==> src/sv/etofa_pkg.sv <==
// Shared constants, types and codes of the echo time-of-flight averager.
// No dependencies; every other file of the block imports this package.
`default_nettype none

package etofa_pkg;

    // Field widths
    localparam int SAMPLE_W    = 12;
    localparam int LEVEL_W     = SAMPLE_W + 1;
    localparam int PERIOD_W    = 8;
    localparam int SUM_W       = 12;
    localparam int CFG_IDX_W   = 2;
    localparam int CFG_DATA_W  = 12;
    localparam int CPR_W       = 5;

    localparam logic [PERIOD_W-1:0] PERIOD_MAX = '1;
    localparam logic [SUM_W-1:0]    SUM_MAX    = '1;

    // Averaging sequence length
    localparam int MAX_CAPTURES = 16;
    localparam int CNT_W        = $clog2(MAX_CAPTURES + 1);

    // Divider sizing: dividend holds the saturated sum plus half the count
    localparam int DIVD_W = $clog2(2 ** SUM_W + MAX_CAPTURES / 2);
    localparam int DCNT_W = $clog2(DIVD_W + 1);

    // Capture queue between front and back
    localparam int QUEUE_DEPTH = 4;
    localparam int QPTR_W      = $clog2(QUEUE_DEPTH);
    localparam int QCNT_W      = $clog2(QUEUE_DEPTH + 1);

    // Register reset values
    localparam logic [SAMPLE_W-1:0] ECHO_THRESHOLD_RST = 12'd2048;
    localparam logic [SAMPLE_W-1:0] HYSTERESIS_RST     = 12'd0;
    localparam logic [PERIOD_W-1:0] MIN_DISTANCE_RST   = 8'd0;
    localparam logic [CPR_W-1:0]    CAPTURES_RST       = 5'd8;

    // Register indexes of the configuration port
    typedef enum logic [CFG_IDX_W-1:0] {
        REG_ECHO_THRESHOLD = 2'd0,
        REG_HYSTERESIS     = 2'd1,
        REG_MIN_DISTANCE   = 2'd2,
        REG_CAPTURES       = 2'd3
    } cfg_idx_t;

    typedef struct packed {
        logic [SAMPLE_W-1:0] echo_threshold;
        logic [SAMPLE_W-1:0] hysteresis_margin;
        logic [PERIOD_W-1:0] min_distance_periods;
        logic [CPR_W-1:0]    captures_per_result;
    } cfg_t;

    // One finished capture as handed from front to back
    typedef struct packed {
        logic                echo_seen;
        logic [PERIOD_W-1:0] echo_index;
    } capture_t;

    typedef struct packed {
        logic              start;
        logic [DIVD_W-1:0] dividend;
        logic [CNT_W-1:0]  divisor;
    } div_req_t;

    typedef struct packed {
        logic              done;
        logic [DIVD_W-1:0] quotient;
    } div_rsp_t;

    typedef enum logic [1:0] {
        BK_IDLE,
        BK_DIVIDE,
        BK_OUTPUT
    } back_state_t;

endpackage

`default_nettype wire

==> src/sv/etofa_ifs.sv <==
// Handshake interfaces of the averager: sample stream, result stream and
// configuration writes. Depends on etofa_pkg for the field widths.
`default_nettype none

interface etofa_sample_if
    import etofa_pkg::*;
();
    logic                valid;
    logic                ready;
    logic [SAMPLE_W-1:0] sample;
    logic                last_sample;

    modport source (output valid, output sample, output last_sample, input ready);
    modport sink   (input valid, input sample, input last_sample, output ready);
endinterface

interface etofa_result_if
    import etofa_pkg::*;
();
    logic                valid;
    logic                ready;
    logic                echo_found;
    logic [PERIOD_W-1:0] echo_period;
    logic                sequence_done;
    logic [PERIOD_W-1:0] average_period;

    modport source (output valid, output echo_found, output echo_period,
                    output sequence_done, output average_period, input ready);
    modport sink   (input valid, input echo_found, input echo_period,
                    input sequence_done, input average_period, output ready);
endinterface

interface etofa_cfg_if
    import etofa_pkg::*;
();
    logic                  valid;
    logic                  ready;
    logic [CFG_IDX_W-1:0]  index;
    logic [CFG_DATA_W-1:0] data;

    modport source (output valid, output index, output data, input ready);
    modport sink   (input valid, input index, input data, output ready);
endinterface

`default_nettype wire

==> src/sv/echo_time_of_flight_averager.sv <==
// Top level of the echo time-of-flight averager: configuration registers,
// front end, capture queue and back end. Depends on etofa_pkg and etofa_ifs.
//
// Samples are taken one per clock cycle while the capture queue has room.
// Each capture produces one result item on its last sample; the back end
// takes the record, shows the result and waits for it to be taken, and on a
// capture that completes a sequence with an echo in every capture it first
// runs the restoring divider over the DIVD_W (13) dividend bits. A four-entry
// capture queue lets the front end keep sampling during that time, so only
// captures of very few samples stall the sample channel. Configuration
// writes are always accepted.
`default_nettype none

module echo_time_of_flight_averager
    import etofa_pkg::*;
(
    input  wire logic      clk,
    input  wire logic      rst_n,
    etofa_sample_if.sink   samples,
    etofa_result_if.source results,
    etofa_cfg_if.sink      cfg
);

    cfg_t     cfg_reg, cfg_next;
    capture_t push_data;
    logic     push_valid;
    logic     push_ready;
    capture_t pop_data;
    logic     pop_valid;
    logic     pop_ready;

    // Register writes.
    assign cfg.ready = 1'b1;

    always_comb
    begin
        cfg_next = cfg_reg;
        if (cfg.valid)
        begin
            unique case (cfg_idx_t'(cfg.index))
                REG_ECHO_THRESHOLD: cfg_next.echo_threshold       = cfg.data[SAMPLE_W-1:0];
                REG_HYSTERESIS:     cfg_next.hysteresis_margin    = cfg.data[SAMPLE_W-1:0];
                REG_MIN_DISTANCE:   cfg_next.min_distance_periods = cfg.data[PERIOD_W-1:0];
                REG_CAPTURES:       cfg_next.captures_per_result  = cfg.data[CPR_W-1:0];
                default:            cfg_next = cfg_reg;
            endcase
        end
    end

    always_ff @(posedge clk or negedge rst_n)
    begin
        if (!rst_n)
        begin
            cfg_reg.echo_threshold       <= ECHO_THRESHOLD_RST;
            cfg_reg.hysteresis_margin    <= HYSTERESIS_RST;
            cfg_reg.min_distance_periods <= MIN_DISTANCE_RST;
            cfg_reg.captures_per_result  <= CAPTURES_RST;
        end
        else
        begin
            cfg_reg <= cfg_next;
        end
    end

    etofa_front u_front (
        .clk        (clk),
        .rst_n      (rst_n),
        .cfg        (cfg_reg),
        .samples    (samples),
        .push_data  (push_data),
        .push_valid (push_valid),
        .push_ready (push_ready)
    );

    etofa_queue u_queue (
        .clk        (clk),
        .rst_n      (rst_n),
        .push_data  (push_data),
        .push_valid (push_valid),
        .push_ready (push_ready),
        .pop_data   (pop_data),
        .pop_valid  (pop_valid),
        .pop_ready  (pop_ready)
    );

    etofa_back u_back (
        .clk       (clk),
        .rst_n     (rst_n),
        .cfg       (cfg_reg),
        .pop_data  (pop_data),
        .pop_valid (pop_valid),
        .pop_ready (pop_ready),
        .results   (results)
    );

endmodule

`default_nettype wire

==> src/sv/etofa_front.sv <==
// Front end: takes samples, finds the first threshold crossing of each
// capture and pushes one capture record per capture. Depends on etofa_pkg.
`default_nettype none

module etofa_front
    import etofa_pkg::*;
(
    input  wire logic    clk,
    input  wire logic    rst_n,
    input  wire cfg_t    cfg,
    etofa_sample_if.sink samples,
    output capture_t     push_data,
    output logic         push_valid,
    input  wire logic    push_ready
);

    logic [PERIOD_W-1:0] sample_index_reg, sample_index_next;
    logic                echo_seen_reg, echo_seen_next;
    logic [PERIOD_W-1:0] echo_index_reg, echo_index_next;
    logic [LEVEL_W-1:0]  level;
    logic                crossing;
    logic                seen_now;
    logic [PERIOD_W-1:0] index_now;
    logic                accept;

    // A sample is taken whenever the queue has room for a possible record.
    assign samples.ready = push_ready;
    assign accept        = samples.valid && push_ready;

    // Crossing test against threshold plus margin, one bit wider to avoid wrap.
    assign level    = {1'b0, cfg.echo_threshold} + {1'b0, cfg.hysteresis_margin};
    assign crossing = {1'b0, samples.sample} > level;

    assign seen_now  = echo_seen_reg || crossing;
    assign index_now = echo_seen_reg ? echo_index_reg : sample_index_reg;

    assign push_valid           = accept && samples.last_sample;
    assign push_data.echo_seen  = seen_now;
    assign push_data.echo_index = index_now;

    // Capture tracking; the last sample clears it for the next capture.
    always_comb
    begin
        sample_index_next = sample_index_reg;
        echo_seen_next    = echo_seen_reg;
        echo_index_next   = echo_index_reg;
        if (accept)
        begin
            if (samples.last_sample)
            begin
                sample_index_next = '0;
                echo_seen_next    = 1'b0;
                echo_index_next   = '0;
            end
            else
            begin
                echo_seen_next  = seen_now;
                echo_index_next = index_now;
                if (sample_index_reg != PERIOD_MAX)
                begin
                    sample_index_next = sample_index_reg + 1'b1;
                end
            end
        end
    end

    always_ff @(posedge clk or negedge rst_n)
    begin
        if (!rst_n)
        begin
            sample_index_reg <= '0;
            echo_seen_reg    <= 1'b0;
            echo_index_reg   <= '0;
        end
        else
        begin
            sample_index_reg <= sample_index_next;
            echo_seen_reg    <= echo_seen_next;
            echo_index_reg   <= echo_index_next;
        end
    end

endmodule

`default_nettype wire

==> src/sv/etofa_queue.sv <==
// Short queue of capture records between front and back end.
// Depends on etofa_pkg for the record type and depth.
`default_nettype none

module etofa_queue
    import etofa_pkg::*;
(
    input  wire logic     clk,
    input  wire logic     rst_n,
    input  wire capture_t push_data,
    input  wire logic     push_valid,
    output logic          push_ready,
    output capture_t      pop_data,
    output logic          pop_valid,
    input  wire logic     pop_ready
);

    capture_t          entry_reg [QUEUE_DEPTH];
    logic [QPTR_W-1:0] wr_ptr_reg, wr_ptr_next;
    logic [QPTR_W-1:0] rd_ptr_reg, rd_ptr_next;
    logic [QCNT_W-1:0] count_reg, count_next;
    logic              do_push;
    logic              do_pop;

    assign push_ready = count_reg != QCNT_W'(QUEUE_DEPTH);
    assign pop_valid  = count_reg != '0;
    assign pop_data   = entry_reg[rd_ptr_reg];
    assign do_push    = push_valid && push_ready;
    assign do_pop     = pop_valid && pop_ready;

    // Pointer and fill count update.
    always_comb
    begin
        wr_ptr_next = wr_ptr_reg;
        rd_ptr_next = rd_ptr_reg;
        count_next  = count_reg;
        if (do_push)
        begin
            wr_ptr_next = (wr_ptr_reg == QPTR_W'(QUEUE_DEPTH - 1)) ? '0 : wr_ptr_reg + 1'b1;
        end
        if (do_pop)
        begin
            rd_ptr_next = (rd_ptr_reg == QPTR_W'(QUEUE_DEPTH - 1)) ? '0 : rd_ptr_reg + 1'b1;
        end
        if (do_push && !do_pop)
        begin
            count_next = count_reg + 1'b1;
        end
        else if (do_pop && !do_push)
        begin
            count_next = count_reg - 1'b1;
        end
    end

    always_ff @(posedge clk or negedge rst_n)
    begin
        if (!rst_n)
        begin
            wr_ptr_reg <= '0;
            rd_ptr_reg <= '0;
            count_reg  <= '0;
        end
        else
        begin
            wr_ptr_reg <= wr_ptr_next;
            rd_ptr_reg <= rd_ptr_next;
            count_reg  <= count_next;
        end
    end

    // Storage needs no reset.
    always_ff @(posedge clk)
    begin
        if (do_push)
        begin
            entry_reg[wr_ptr_reg] <= push_data;
        end
    end

    a_count_bound: assert property (@(posedge clk) disable iff (!rst_n)
        count_reg <= QCNT_W'(QUEUE_DEPTH))
        else $error("capture queue fill count beyond depth");

    a_count_up: assert property (@(posedge clk) disable iff (!rst_n)
        (do_push && !do_pop) |=> count_reg == $past(count_reg) + 1'b1)
        else $error("capture queue lost a record on push");

    a_ptr_gap: assert property (@(posedge clk) disable iff (!rst_n)
        (count_reg == '0 || count_reg == QCNT_W'(QUEUE_DEPTH)) |-> wr_ptr_reg == rd_ptr_reg)
        else $error("capture queue pointers disagree with fill count");

endmodule

`default_nettype wire

==> src/sv/etofa_divider.sv <==
// Restoring divider, one quotient bit per cycle, for the sequence average.
// Depends on etofa_pkg for the request and response types.
`default_nettype none

module etofa_divider
    import etofa_pkg::*;
(
    input  wire logic     clk,
    input  wire logic     rst_n,
    input  wire div_req_t req,
    output div_rsp_t      rsp
);

    logic [CNT_W:0]    rem_reg, rem_next;
    logic [DIVD_W-1:0] quot_reg, quot_next;
    logic [CNT_W-1:0]  divisor_reg, divisor_next;
    logic [DCNT_W-1:0] steps_reg, steps_next;
    logic              done_reg, done_next;
    logic [CNT_W:0]    rem_shift;
    logic              fits;

    // One step: shift the next dividend bit into the remainder and try a subtract.
    assign rem_shift = {rem_reg[CNT_W-1:0], quot_reg[DIVD_W-1]};
    assign fits      = rem_shift >= {1'b0, divisor_reg};

    always_comb
    begin
        rem_next     = rem_reg;
        quot_next    = quot_reg;
        divisor_next = divisor_reg;
        steps_next   = steps_reg;
        done_next    = 1'b0;
        if (req.start)
        begin
            rem_next     = '0;
            quot_next    = req.dividend;
            divisor_next = req.divisor;
            steps_next   = DCNT_W'(DIVD_W);
        end
        else if (steps_reg != '0)
        begin
            rem_next   = fits ? rem_shift - {1'b0, divisor_reg} : rem_shift;
            quot_next  = {quot_reg[DIVD_W-2:0], fits};
            steps_next = steps_reg - 1'b1;
            done_next  = steps_reg == DCNT_W'(1);
        end
    end

    always_ff @(posedge clk or negedge rst_n)
    begin
        if (!rst_n)
        begin
            steps_reg <= '0;
            done_reg  <= 1'b0;
        end
        else
        begin
            steps_reg <= steps_next;
            done_reg  <= done_next;
        end
    end

    always_ff @(posedge clk)
    begin
        rem_reg     <= rem_next;
        quot_reg    <= quot_next;
        divisor_reg <= divisor_next;
    end

    assign rsp.done     = done_reg;
    assign rsp.quotient = quot_reg;

endmodule

`default_nettype wire

==> src/sv/etofa_back.sv <==
// Back end: turns capture records into echo periods, keeps the sequence sum
// and counts, and drives the result channel. Depends on etofa_pkg and etofa_divider.
`default_nettype none

module etofa_back
    import etofa_pkg::*;
(
    input  wire logic      clk,
    input  wire logic      rst_n,
    input  wire cfg_t      cfg,
    input  wire capture_t  pop_data,
    input  wire logic      pop_valid,
    output logic           pop_ready,
    etofa_result_if.source results
);

    back_state_t         state_reg, state_next;
    logic [SUM_W-1:0]    period_sum_reg, period_sum_next;
    logic [CNT_W-1:0]    valid_captures_reg, valid_captures_next;
    logic [CNT_W-1:0]    captures_done_reg, captures_done_next;
    logic                found_reg, found_next;
    logic [PERIOD_W-1:0] period_reg, period_next;
    logic                seq_done_reg, seq_done_next;
    logic [PERIOD_W-1:0] avg_reg, avg_next;

    logic [PERIOD_W:0]   period_wide;
    logic [PERIOD_W-1:0] period;
    logic [SUM_W:0]      sum_wide;
    logic [SUM_W-1:0]    sum_sat;
    logic [CNT_W-1:0]    valid_new;
    logic [CNT_W-1:0]    n;
    logic [CNT_W-1:0]    eff_count;
    logic                seq_end;
    logic                div_start;
    div_req_t            div_req;
    div_rsp_t            div_rsp;

    etofa_divider u_divider (
        .clk   (clk),
        .rst_n (rst_n),
        .req   (div_req),
        .rsp   (div_rsp)
    );

    // Count in force, held to the range one to the maximum.
    always_comb
    begin
        priority if (cfg.captures_per_result == '0)
        begin
            eff_count = CNT_W'(1);
        end
        else if (int'(cfg.captures_per_result) > MAX_CAPTURES)
        begin
            eff_count = CNT_W'(MAX_CAPTURES);
        end
        else
        begin
            eff_count = CNT_W'(cfg.captures_per_result);
        end
    end

    // Period of the popped capture and the updated sequence totals.
    assign period_wide = {1'b0, pop_data.echo_index} + (PERIOD_W + 1)'(1)
                         + {1'b0, cfg.min_distance_periods};
    assign period   = !pop_data.echo_seen ? '0 :
                      period_wide[PERIOD_W] ? PERIOD_MAX : period_wide[PERIOD_W-1:0];
    assign sum_wide = {1'b0, period_sum_reg} + (SUM_W + 1)'(period);
    assign sum_sat  = sum_wide[SUM_W] ? SUM_MAX : sum_wide[SUM_W-1:0];
    assign valid_new = valid_captures_reg + CNT_W'(pop_data.echo_seen);
    assign n         = captures_done_reg + CNT_W'(1);
    assign seq_end   = n >= eff_count;

    assign div_req = '{start:    div_start,
                       dividend: DIVD_W'(sum_sat) + DIVD_W'(n >> 1),
                       divisor:  n};

    // Sequencer: take a record, divide at an all-echo sequence end, hold the result.
    always_comb
    begin
        state_next          = state_reg;
        period_sum_next     = period_sum_reg;
        valid_captures_next = valid_captures_reg;
        captures_done_next  = captures_done_reg;
        found_next          = found_reg;
        period_next         = period_reg;
        seq_done_next       = seq_done_reg;
        avg_next            = avg_reg;
        pop_ready           = 1'b0;
        div_start           = 1'b0;
        unique case (state_reg)
            BK_IDLE:
            begin
                pop_ready = 1'b1;
                if (pop_valid)
                begin
                    found_next    = pop_data.echo_seen;
                    period_next   = period;
                    seq_done_next = seq_end;
                    avg_next      = '0;
                    state_next    = BK_OUTPUT;
                    if (seq_end)
                    begin
                        period_sum_next     = '0;
                        valid_captures_next = '0;
                        captures_done_next  = '0;
                        if (valid_new == n)
                        begin
                            div_start  = 1'b1;
                            state_next = BK_DIVIDE;
                        end
                    end
                    else
                    begin
                        period_sum_next     = sum_sat;
                        valid_captures_next = valid_new;
                        captures_done_next  = n;
                    end
                end
            end
            BK_DIVIDE:
            begin
                if (div_rsp.done)
                begin
                    avg_next   = (div_rsp.quotient > DIVD_W'(PERIOD_MAX)) ? PERIOD_MAX
                                 : div_rsp.quotient[PERIOD_W-1:0];
                    state_next = BK_OUTPUT;
                end
            end
            BK_OUTPUT:
            begin
                if (results.ready)
                begin
                    state_next = BK_IDLE;
                end
            end
            default:
            begin
                state_next = BK_IDLE;
            end
        endcase
    end

    always_ff @(posedge clk or negedge rst_n)
    begin
        if (!rst_n)
        begin
            state_reg          <= BK_IDLE;
            period_sum_reg     <= '0;
            valid_captures_reg <= '0;
            captures_done_reg  <= '0;
        end
        else
        begin
            state_reg          <= state_next;
            period_sum_reg     <= period_sum_next;
            valid_captures_reg <= valid_captures_next;
            captures_done_reg  <= captures_done_next;
        end
    end

    // Result payload holds while it waits.
    always_ff @(posedge clk)
    begin
        found_reg    <= found_next;
        period_reg   <= period_next;
        seq_done_reg <= seq_done_next;
        avg_reg      <= avg_next;
    end

    assign results.valid          = state_reg == BK_OUTPUT;
    assign results.echo_found     = found_reg;
    assign results.echo_period    = period_reg;
    assign results.sequence_done  = seq_done_reg;
    assign results.average_period = avg_reg;

    a_div_only_when_dividing: assert property (@(posedge clk) disable iff (!rst_n)
        div_rsp.done |-> state_reg == BK_DIVIDE)
        else $error("divider finished outside the divide state");

    a_avg_needs_seq_end: assert property (@(posedge clk) disable iff (!rst_n)
        (results.valid && results.average_period != '0) |-> results.sequence_done)
        else $error("average given on a capture that does not end a sequence");

    a_period_needs_echo: assert property (@(posedge clk) disable iff (!rst_n)
        (results.valid && !results.echo_found) |-> results.echo_period == '0)
        else $error("echo period given for a capture without an echo");

    a_counts_bound: assert property (@(posedge clk) disable iff (!rst_n)
        valid_captures_reg <= captures_done_reg)
        else $error("more captures with an echo than captures taken");

endmodule

`default_nettype wire
==> src/flat_wrapper.sv <==
// flat-port wrapper written by rule: the top's interface ports become plain ports
module echo_time_of_flight_averager_flat import etofa_pkg::*;
  (clk, rst_n, samples_valid, samples_sample, samples_last_sample, samples_ready, results_valid, results_echo_found, results_echo_period, results_sequence_done, results_average_period, results_ready, cfg_valid, cfg_index, cfg_data, cfg_ready);
  etofa_sample_if samples_i ();
  etofa_result_if results_i ();
  etofa_cfg_if cfg_i ();
  input  wire logic clk;
  input  wire logic rst_n;
  input wire logic [$bits(samples_i.valid)-1:0] samples_valid;
  input wire logic [$bits(samples_i.sample)-1:0] samples_sample;
  input wire logic [$bits(samples_i.last_sample)-1:0] samples_last_sample;
  output wire logic [$bits(samples_i.ready)-1:0] samples_ready;
  output wire logic [$bits(results_i.valid)-1:0] results_valid;
  output wire logic [$bits(results_i.echo_found)-1:0] results_echo_found;
  output wire logic [$bits(results_i.echo_period)-1:0] results_echo_period;
  output wire logic [$bits(results_i.sequence_done)-1:0] results_sequence_done;
  output wire logic [$bits(results_i.average_period)-1:0] results_average_period;
  input wire logic [$bits(results_i.ready)-1:0] results_ready;
  input wire logic [$bits(cfg_i.valid)-1:0] cfg_valid;
  input wire logic [$bits(cfg_i.index)-1:0] cfg_index;
  input wire logic [$bits(cfg_i.data)-1:0] cfg_data;
  output wire logic [$bits(cfg_i.ready)-1:0] cfg_ready;
  assign samples_i.valid = samples_valid;
  assign samples_i.sample = samples_sample;
  assign samples_i.last_sample = samples_last_sample;
  assign samples_ready = samples_i.ready;
  assign results_valid = results_i.valid;
  assign results_echo_found = results_i.echo_found;
  assign results_echo_period = results_i.echo_period;
  assign results_sequence_done = results_i.sequence_done;
  assign results_average_period = results_i.average_period;
  assign results_i.ready = results_ready;
  assign cfg_i.valid = cfg_valid;
  assign cfg_i.index = cfg_index;
  assign cfg_i.data = cfg_data;
  assign cfg_ready = cfg_i.ready;
  echo_time_of_flight_averager u_core (.clk(clk), .rst_n(rst_n), .samples(samples_i), .results(results_i), .cfg(cfg_i));
endmodule
==> config.mk <==
export PLATFORM = sky130hd
export DESIGN_NAME = echo_time_of_flight_averager_flat
export DESIGN_NICKNAME = d
export VERILOG_FILES = /design/src/sv/etofa_pkg.sv /design/src/sv/etofa_ifs.sv /design/src/sv/echo_time_of_flight_averager.sv /design/src/sv/etofa_front.sv /design/src/sv/etofa_queue.sv /design/src/sv/etofa_divider.sv /design/src/sv/etofa_back.sv /design/src/flat_wrapper.sv
export SDC_FILE = /design/constraint.sdc
export NUM_CORES = 1
export LEC_CHECK = 0
export BUFFER_PORTS_ARGS = -buffer_cell sky130_fd_sc_hd__buf_2
export CAP_MARGIN = 20
export CORE_ASPECT_RATIO = 0.7
export CORE_MARGIN = 4
export CORE_UTILIZATION = 60
export DETAILED_ROUTE_END_ITERATION = 10
export PLACE_DENSITY = 0.82
export SLEW_MARGIN = 10
export SYNTH_ARGS = -nofsm -noshare
export SYNTH_HDL_FRONTEND = slang
export SYNTH_SLANG_ARGS = --single-unit
==> constraint.sdc <==
create_clock -name clk -period 17.84 [get_ports clk]
set_clock_uncertainty 0.1 [all_clocks]
set_input_delay 0.892 -clock clk [delete_from_list [all_inputs] [get_ports clk]]
set_output_delay 0.892 -clock clk [all_outputs]
set_load 0.01 [all_outputs]
After elaboration in Yosys (flattened, before gate mapping) --
Memory sizes are Yosys's and may differ from the RTL's. Cells that the tools add are included.
Word-level totals: bits in registers 131, bits in writable memories 36, bits of input ports 32, output and inout bits 21, logic and storage cells 124, memories kept 1
Memory list:
- u_core.u_queue.entry_reg | depth 4, bits a word 9, rd ports 1, clocked after Yosys merged registers in 0, wr ports 1, RTL line etofa_queue.sv:18 | capture_t entry_reg [QUEUE_DEPTH];
Cells by class: add/sub/neg operators 14, $lt $le $gt $ge 5, equal/unequal tests 14, muxes and demuxes 41, reduce and logical (&&, ||, !) cells 26
Operators with widths (number):
- 8-bit 2-to-1 mux | 9
- 13-bit 2-to-1 mux | 2
- 5-bit 2-to-1 mux | 5
- 12-bit 2-to-1 mux | 2
- 8-bit one-hot mux with 2 select lines | 1
- 2-bit 2-to-1 mux | 7
- 12-bit by 12-bit adder with 13-bit output | 1
- 12-bit by 4-bit adder with 13-bit output | 1
- 12-bit by 8-bit adder with 13-bit output | 1
- 12-bit by 13-bit > comparator with 1-bit output | 1
- 13-bit by 8-bit > comparator with 1-bit output, second input constant | 1
- 2-bit AND reduction | 6
- 2-bit equality test, second input constant | 5
- 1-bit 2-to-1 mux | 10
- 8-bit by 1-bit adder with 9-bit output, second input constant | 1
- 9-bit by 8-bit adder with 9-bit output | 1
- 8-bit by 1-bit adder with 8-bit output, second input constant | 1
- 4-bit 2-to-1 mux | 2
- 8-bit inequality test, second input constant | 1
- 2-bit nonzero test | 4
- 6-bit by 5-bit greater-or-equal comparator with 1-bit output | 1
- 1-bit logical AND | 6
- 3-bit 2-to-1 mux | 2
- 2-bit by 1-bit inequality test with 1-bit output, second input constant | 3
- 21 further kinds | 26

Logic depth before layout (Yosys ltp) --
An unclocked memory read counts as a cell.
word-level depth 9, gate-level depth with buffers 31, mapped depth without buffers 29

Modules after synthesis --
Synthesis repeated with hierarchy kept, for this count alone.
Unflattened totals: cells, all modules 807, area, all modules 9411.5 µm²
By module, submodules not included:
- etofa_back | times used 1, cells each 326, area an instance 3104.2 µm², sequential area each 1141.1 µm²
- etofa_front | times used 1, cells each 200, area an instance 1739.2 µm², sequential area each 425.4 µm²
- etofa_queue | times used 1, cells each 83, area an instance 1736.7 µm², sequential area each 1256.2 µm²
- etofa_divider | times used 1, cells each 116, area an instance 1430.1 µm², sequential area each 765.7 µm²
- echo_time_of_flight_averager | times used 1, cells each 82, area an instance 1401.3 µm², sequential area each 928.4 µm²

Worst setup path before layout --
No wires, ideal clock.
path kind reg-to-reg, from reg u_core.u_queue.rd_ptr_reg[0], to reg u_core.u_back.u_divider.quot_reg[6] (data pin), setup time 0.266 ns, data arrival time 6.172 ns, path slack 11.302 ns, stages on the path, launching flop included 32, clock period less this slack 6.538 ns, cells stage by stage dfrtp_1 -> buf_1 -> mux4_2 -> inv_1 -> ha_1 -> inv_1 -> fa_1 -> a21o_1 -> a21oi_1 -> o21bai_1 -> a21oi_1 -> nor2b_1 -> o21ai_0 -> nand2b_1 -> clkbuf_1 -> o21a_1 -> ha_1 -> fa_1 -> a21o_1 -> a221oi_2 -> a211oi_2 -> or2_2 -> ha_1 -> inv_1 -> fa_1 -> nor2b_1 -> o21ai_0 -> or2b_2 -> nand2b_2 -> mux2i_1 -> o22ai_1 -> o21ai_1
On the way: longest elaborated chain between the ends 9, elaborated cells between the ends (all ways) 15
Ends and longest elaborated chain:
- start: declaration | RTL line etofa_queue.sv:20 | logic [QPTR_W-1:0] rd_ptr_reg, rd_ptr_next;
- start signal: assignment | RTL line etofa_queue.sv:66 | rd_ptr_reg <= rd_ptr_next;
- memory read 4 x 9 bit *
- 8-bit by 1-bit adder with 9-bit output | RTL line etofa_back.sv:63 | assign period_wide = {1'b0, pop_data.echo_index} + (PERIOD_W + 1)'(1)
- 9-bit by 8-bit adder with 9-bit output | RTL line etofa_back.sv:64 | + {1'b0, cfg.min_distance_periods};
- 8-bit 2-to-1 mux | RTL line etofa_back.sv:66 | period_wide[PERIOD_W] ? PERIOD_MAX : period_wide[PERIOD_W-1:0];
- 8-bit 2-to-1 mux * | RTL line etofa_back.sv:65 | assign period = !pop_data.echo_seen ? '0 :
- named net u_core.u_back.period[0] | RTL line etofa_back.sv:27 | logic [PERIOD_W-1:0] period;
- 12-bit by 8-bit adder with 13-bit output * | RTL line etofa_back.sv:67 | assign sum_wide = {1'b0, period_sum_reg} + (SUM_W + 1)'(period);
- 12-bit 2-to-1 mux * | RTL line etofa_back.sv:68 | assign sum_sat = sum_wide[SUM_W] ? SUM_MAX : sum_wide[SUM_W-1:0];
- 12-bit by 4-bit adder with 13-bit output * | RTL line etofa_back.sv:74 | dividend: DIVD_W'(sum_sat) + DIVD_W'(n >> 1),
- 13-bit 2-to-1 mux * | RTL line etofa_divider.sv:33 | if (req.start)
- named net u_core.u_back.u_divider.quot_next[6] | RTL line etofa_divider.sv:15 | logic [DIVD_W-1:0] quot_reg, quot_next;
- end signal: assignment | RTL line etofa_divider.sv:66 | quot_reg <= quot_next;
- end: declaration | RTL line etofa_divider.sv:15
The timed path passes the listed nets; every way through them passes the cells marked *. A chain may end at the register's enable or synchronous reset.

Worst setup path after layout --
Ends and elaborated chain as after synthesis.

==> impl_metrics.py <==
metrics = {
    "power_and_ir_drop": {
        "p_leak_nw": 4.34,
        "ir_worst_vdd_mv": 0.0878,
        "powerDensity_nw_per_um2": 195,
    },
    "job": {
        "max-cap-violations": 0,
    },
    "grt": {
        "grt_pass1_vias": 5964,
        "grt_overflow": 0,
        "grt_pass1_wl_microns": 30400,
        "grt_max_degree": 51,
        "grt_antenna_before_repair": 0,
        "grt_use_total_pct": 22.2,
    },
    "finish": {
        "drive_gt1_share_pct": 18.1,
        "finalNetCount": 952,
        "diodes": 0,
        "fin_util_pct": 67.9,
        "fin_cells": 1056,
        "largest_reg_flops": 37,
        "area_delta_synth_final_pct": 10.7,
        "final_cell_area_sq_um": 9960,
    },
    "worst_setup_path": {
        "worstPathRequired_ns": 18.01,
        "regToRegEndpoint": "u_core.u_back.u_divider.quot_reg[6]$_DFFE_PP_",
        "r2r_slack_ns": 10.85,
        "slowest_stage": "dfrtp_1",
        "crit-reg2reg-launch": "u_core.u_queue.rd_ptr_reg[0]$_DFFE_PN0P_",
        "max_stage_delay_ns": 0.72,
        "arrival_ns": 7.16,
        "start_kind": "flop",
        "r2r_cells": 29,
        "endpoint_kind": "flop",
        "critPathKind": "flop to flop",
        "worst-path-max-fanout": 12,
    },
    "clock_tree": {
        "clk_pin_slew_ns": 0.06,
        "clk_latency_ns": 0.43,
        "cts_root_buf": "clkbuf_16",
        "htree_levels": 4,
        "cts_buffers": 17,
        "cts_tree": "yes",
        "cts_resized": 0,
        "cts_setup_buffers": 0,
        "clock_tree.buffer_depth": 2,
        "cts_sinks": 167,
        "cts-hold-fix-buffers": 0,
    },
    "drt": {
        "drt_iter0_markers": 507,
        "remaining_drc_errors": 0,
        "routed_wl_microns": 18300,
        "dr_total_vias": 6128,
        "wl_per_cell_microns": 17.3,
        "vias_per_cell": 5.80,
        "ant_nets": 0,
        "firstDrtPassIters": 5,
    },
    "yosys": {
        "synthCells": 796,
        "synthArstFlopShare_pct": 53.9,
        "synth_flop_cell": "dfrtp_1",
        "ys_seq_elements": 167,
        "yosysUniqueCellTypes": 65,
        "ys_seq_area_share_pct": 50.2,
        "yosysWarnings": 0,
        "synthesis.area_sq_um": 9000,
        "synth_nets": 900,
        "synth_edf_count": 72,
        "avgSynthCellArea_sq_um": 11.3,
    },
    "die": {
        "die_y_microns": 110,
        "die-area_sq_um": 17100,
        "ios": 53,
        "num_rows": 37,
        "die_width_microns": 154,
        "fp.coreArea_sq_um": 14700,
        "initial_core_util_pct": 61.3,
    },
    "placed_design": {
        "gp_congestion": 0.897,
        "port_buffers": 51,
        "dp_cells": 1024,
        "placed_area_sq_um": 9430,
        "place_hpwl_microns": 13200,
    },
    "timing": {
        "relSlewSlack_pct": 29.9,
        "timing.fmax_mhz": 143,
        "setup_tns_ns": 0,
        "finalSetupViolCount": 0,
        "period_share_pct": 39.2,
        "worstMarginPinSlew_ns": 1.05,
        "rsz0062_at_grt": "no",
        "hold_violations": 0,
        "drv_slew": 0,
        "fin_crit_ns": 6.99,
        "hold_slack_ns": 0.336,
    },
    "run_status": {
        "status": "complete, no violations",
    },
    "worst_hold_path": {
        "hold_path.class": "input port to async pin",
    },
}
[worst max-delay path by stage]
stage	startpoint	to	cells after the start
after floorplan	u_core.u_queue.rd_ptr_reg[0]$_DFFE_PN0P_	u_core.u_back.u_divider.quot_reg[6]$_DFFE_PP_	31
after global placement	u_core.u_queue.rd_ptr_reg[0]$_DFFE_PN0P_	u_core.u_back.u_divider.quot_reg[11]$_DFFE_PP_	28
after detailed placement	u_core.u_queue.rd_ptr_reg[0]$_DFFE_PN0P_	u_core.u_back.u_divider.quot_reg[6]$_DFFE_PP_	29
after CTS	u_core.u_queue.rd_ptr_reg[0]$_DFFE_PN0P_	u_core.u_back.u_divider.quot_reg[6]$_DFFE_PP_	29
after global routing	u_core.u_queue.rd_ptr_reg[0]$_DFFE_PN0P_	u_core.u_back.u_divider.quot_reg[11]$_DFFE_PP_	28
final	u_core.u_queue.rd_ptr_reg[0]$_DFFE_PN0P_	u_core.u_back.u_divider.quot_reg[6]$_DFFE_PP_	29
[report_power, final]
part	switching, mW	leakage [nW]	internal, mW
registers	0.0892	1.85	0.548
logic	0.565	2.24	0.410
clock network	0.155	0.248	0.178
[worst max-delay path, delay by kind of cell, from the launching register on]
| family | cells | cell delay (ns) |
|---|---|---|
| compound gates | 12 | 2.31 |
| mux | 2 | 0.80 |
| simple gates | 6 | 1.15 |
| fa+ha+maj | 6 | 1.56 |
| buf+inv | 3 | 0.20 |
| flops | 1 | 0.72 |
[stage by stage]
stage                     power (mW)  setup WS, ns
after floorplan                 1.36         11.30
after global placement          1.57         11.12
after detailed placement        1.60         10.90
after CTS                       1.94         10.85
after global routing            2.10         10.31
final                           1.95         10.85
[cell usage after synthesis (14+ instances only)]
library cell | instances | area share [%]
o21a_1 | 14 | 1.2
ha_1 | 66 | 9.2
o21ai_0 | 39 | 2.2
nor2_1 | 56 | 2.3
a21o_1 | 15 | 1.3
xor2_1 | 29 | 2.8
edfxtp_1 | 72 | 24
mux2_2 | 48 | 6.0
inv_1 | 32 | 1.3
nand3_1 | 17 | 0.95
dfrtp_1 | 88 | 24
a21oi_1 | 32 | 1.8
xnor2_1 | 20 | 1.9
o21ai_1 | 15 | 0.83
nand2_1 | 92 | 3.8
[area by class of cell]
class,count,area (sq um)
multi-input combinational,575,4260
inverter,34,128
fill,1052,4720
clock buffer,18,429
sequential,167,4520
timing repair buffer,53,273
tap,195,244
clock inverter,14,104
[cells in the final DEF, fill, tap and decap left out, types with 32 or more instances in the layout]
cell type   n
a21oi_1    32
buf_2      50
dfrtp_1    88
edfxtp_1   72
ha_1       66
inv_1      32
mux2_2     48
nand2_1    92
nor2_1     56
o21ai_0    39
[logic make-up after synthesis]
group	synth area share, %
other	0.0417
muxes	8.59
adders and majority gates	10.5
buffers and inverters	2.46
DFF	50.2
and+or+nand+nor	11.9
AOI/OAI and AO/OA	11.3
xor gates and xnor gates	4.95
[metal layers]
metal	share of wire, %	vias to the layer above	routed length, microns	track usage (%)
li1	-	2980	-	-
met5	0	-	0	0
met3	5.7	17	1050	4.07
met2	44	180	8050	32.1
met1	49	2951	9020	34.3
met4	0.97	0	177	6.59
Note: power is estimated with default switching activity, not from simulation.
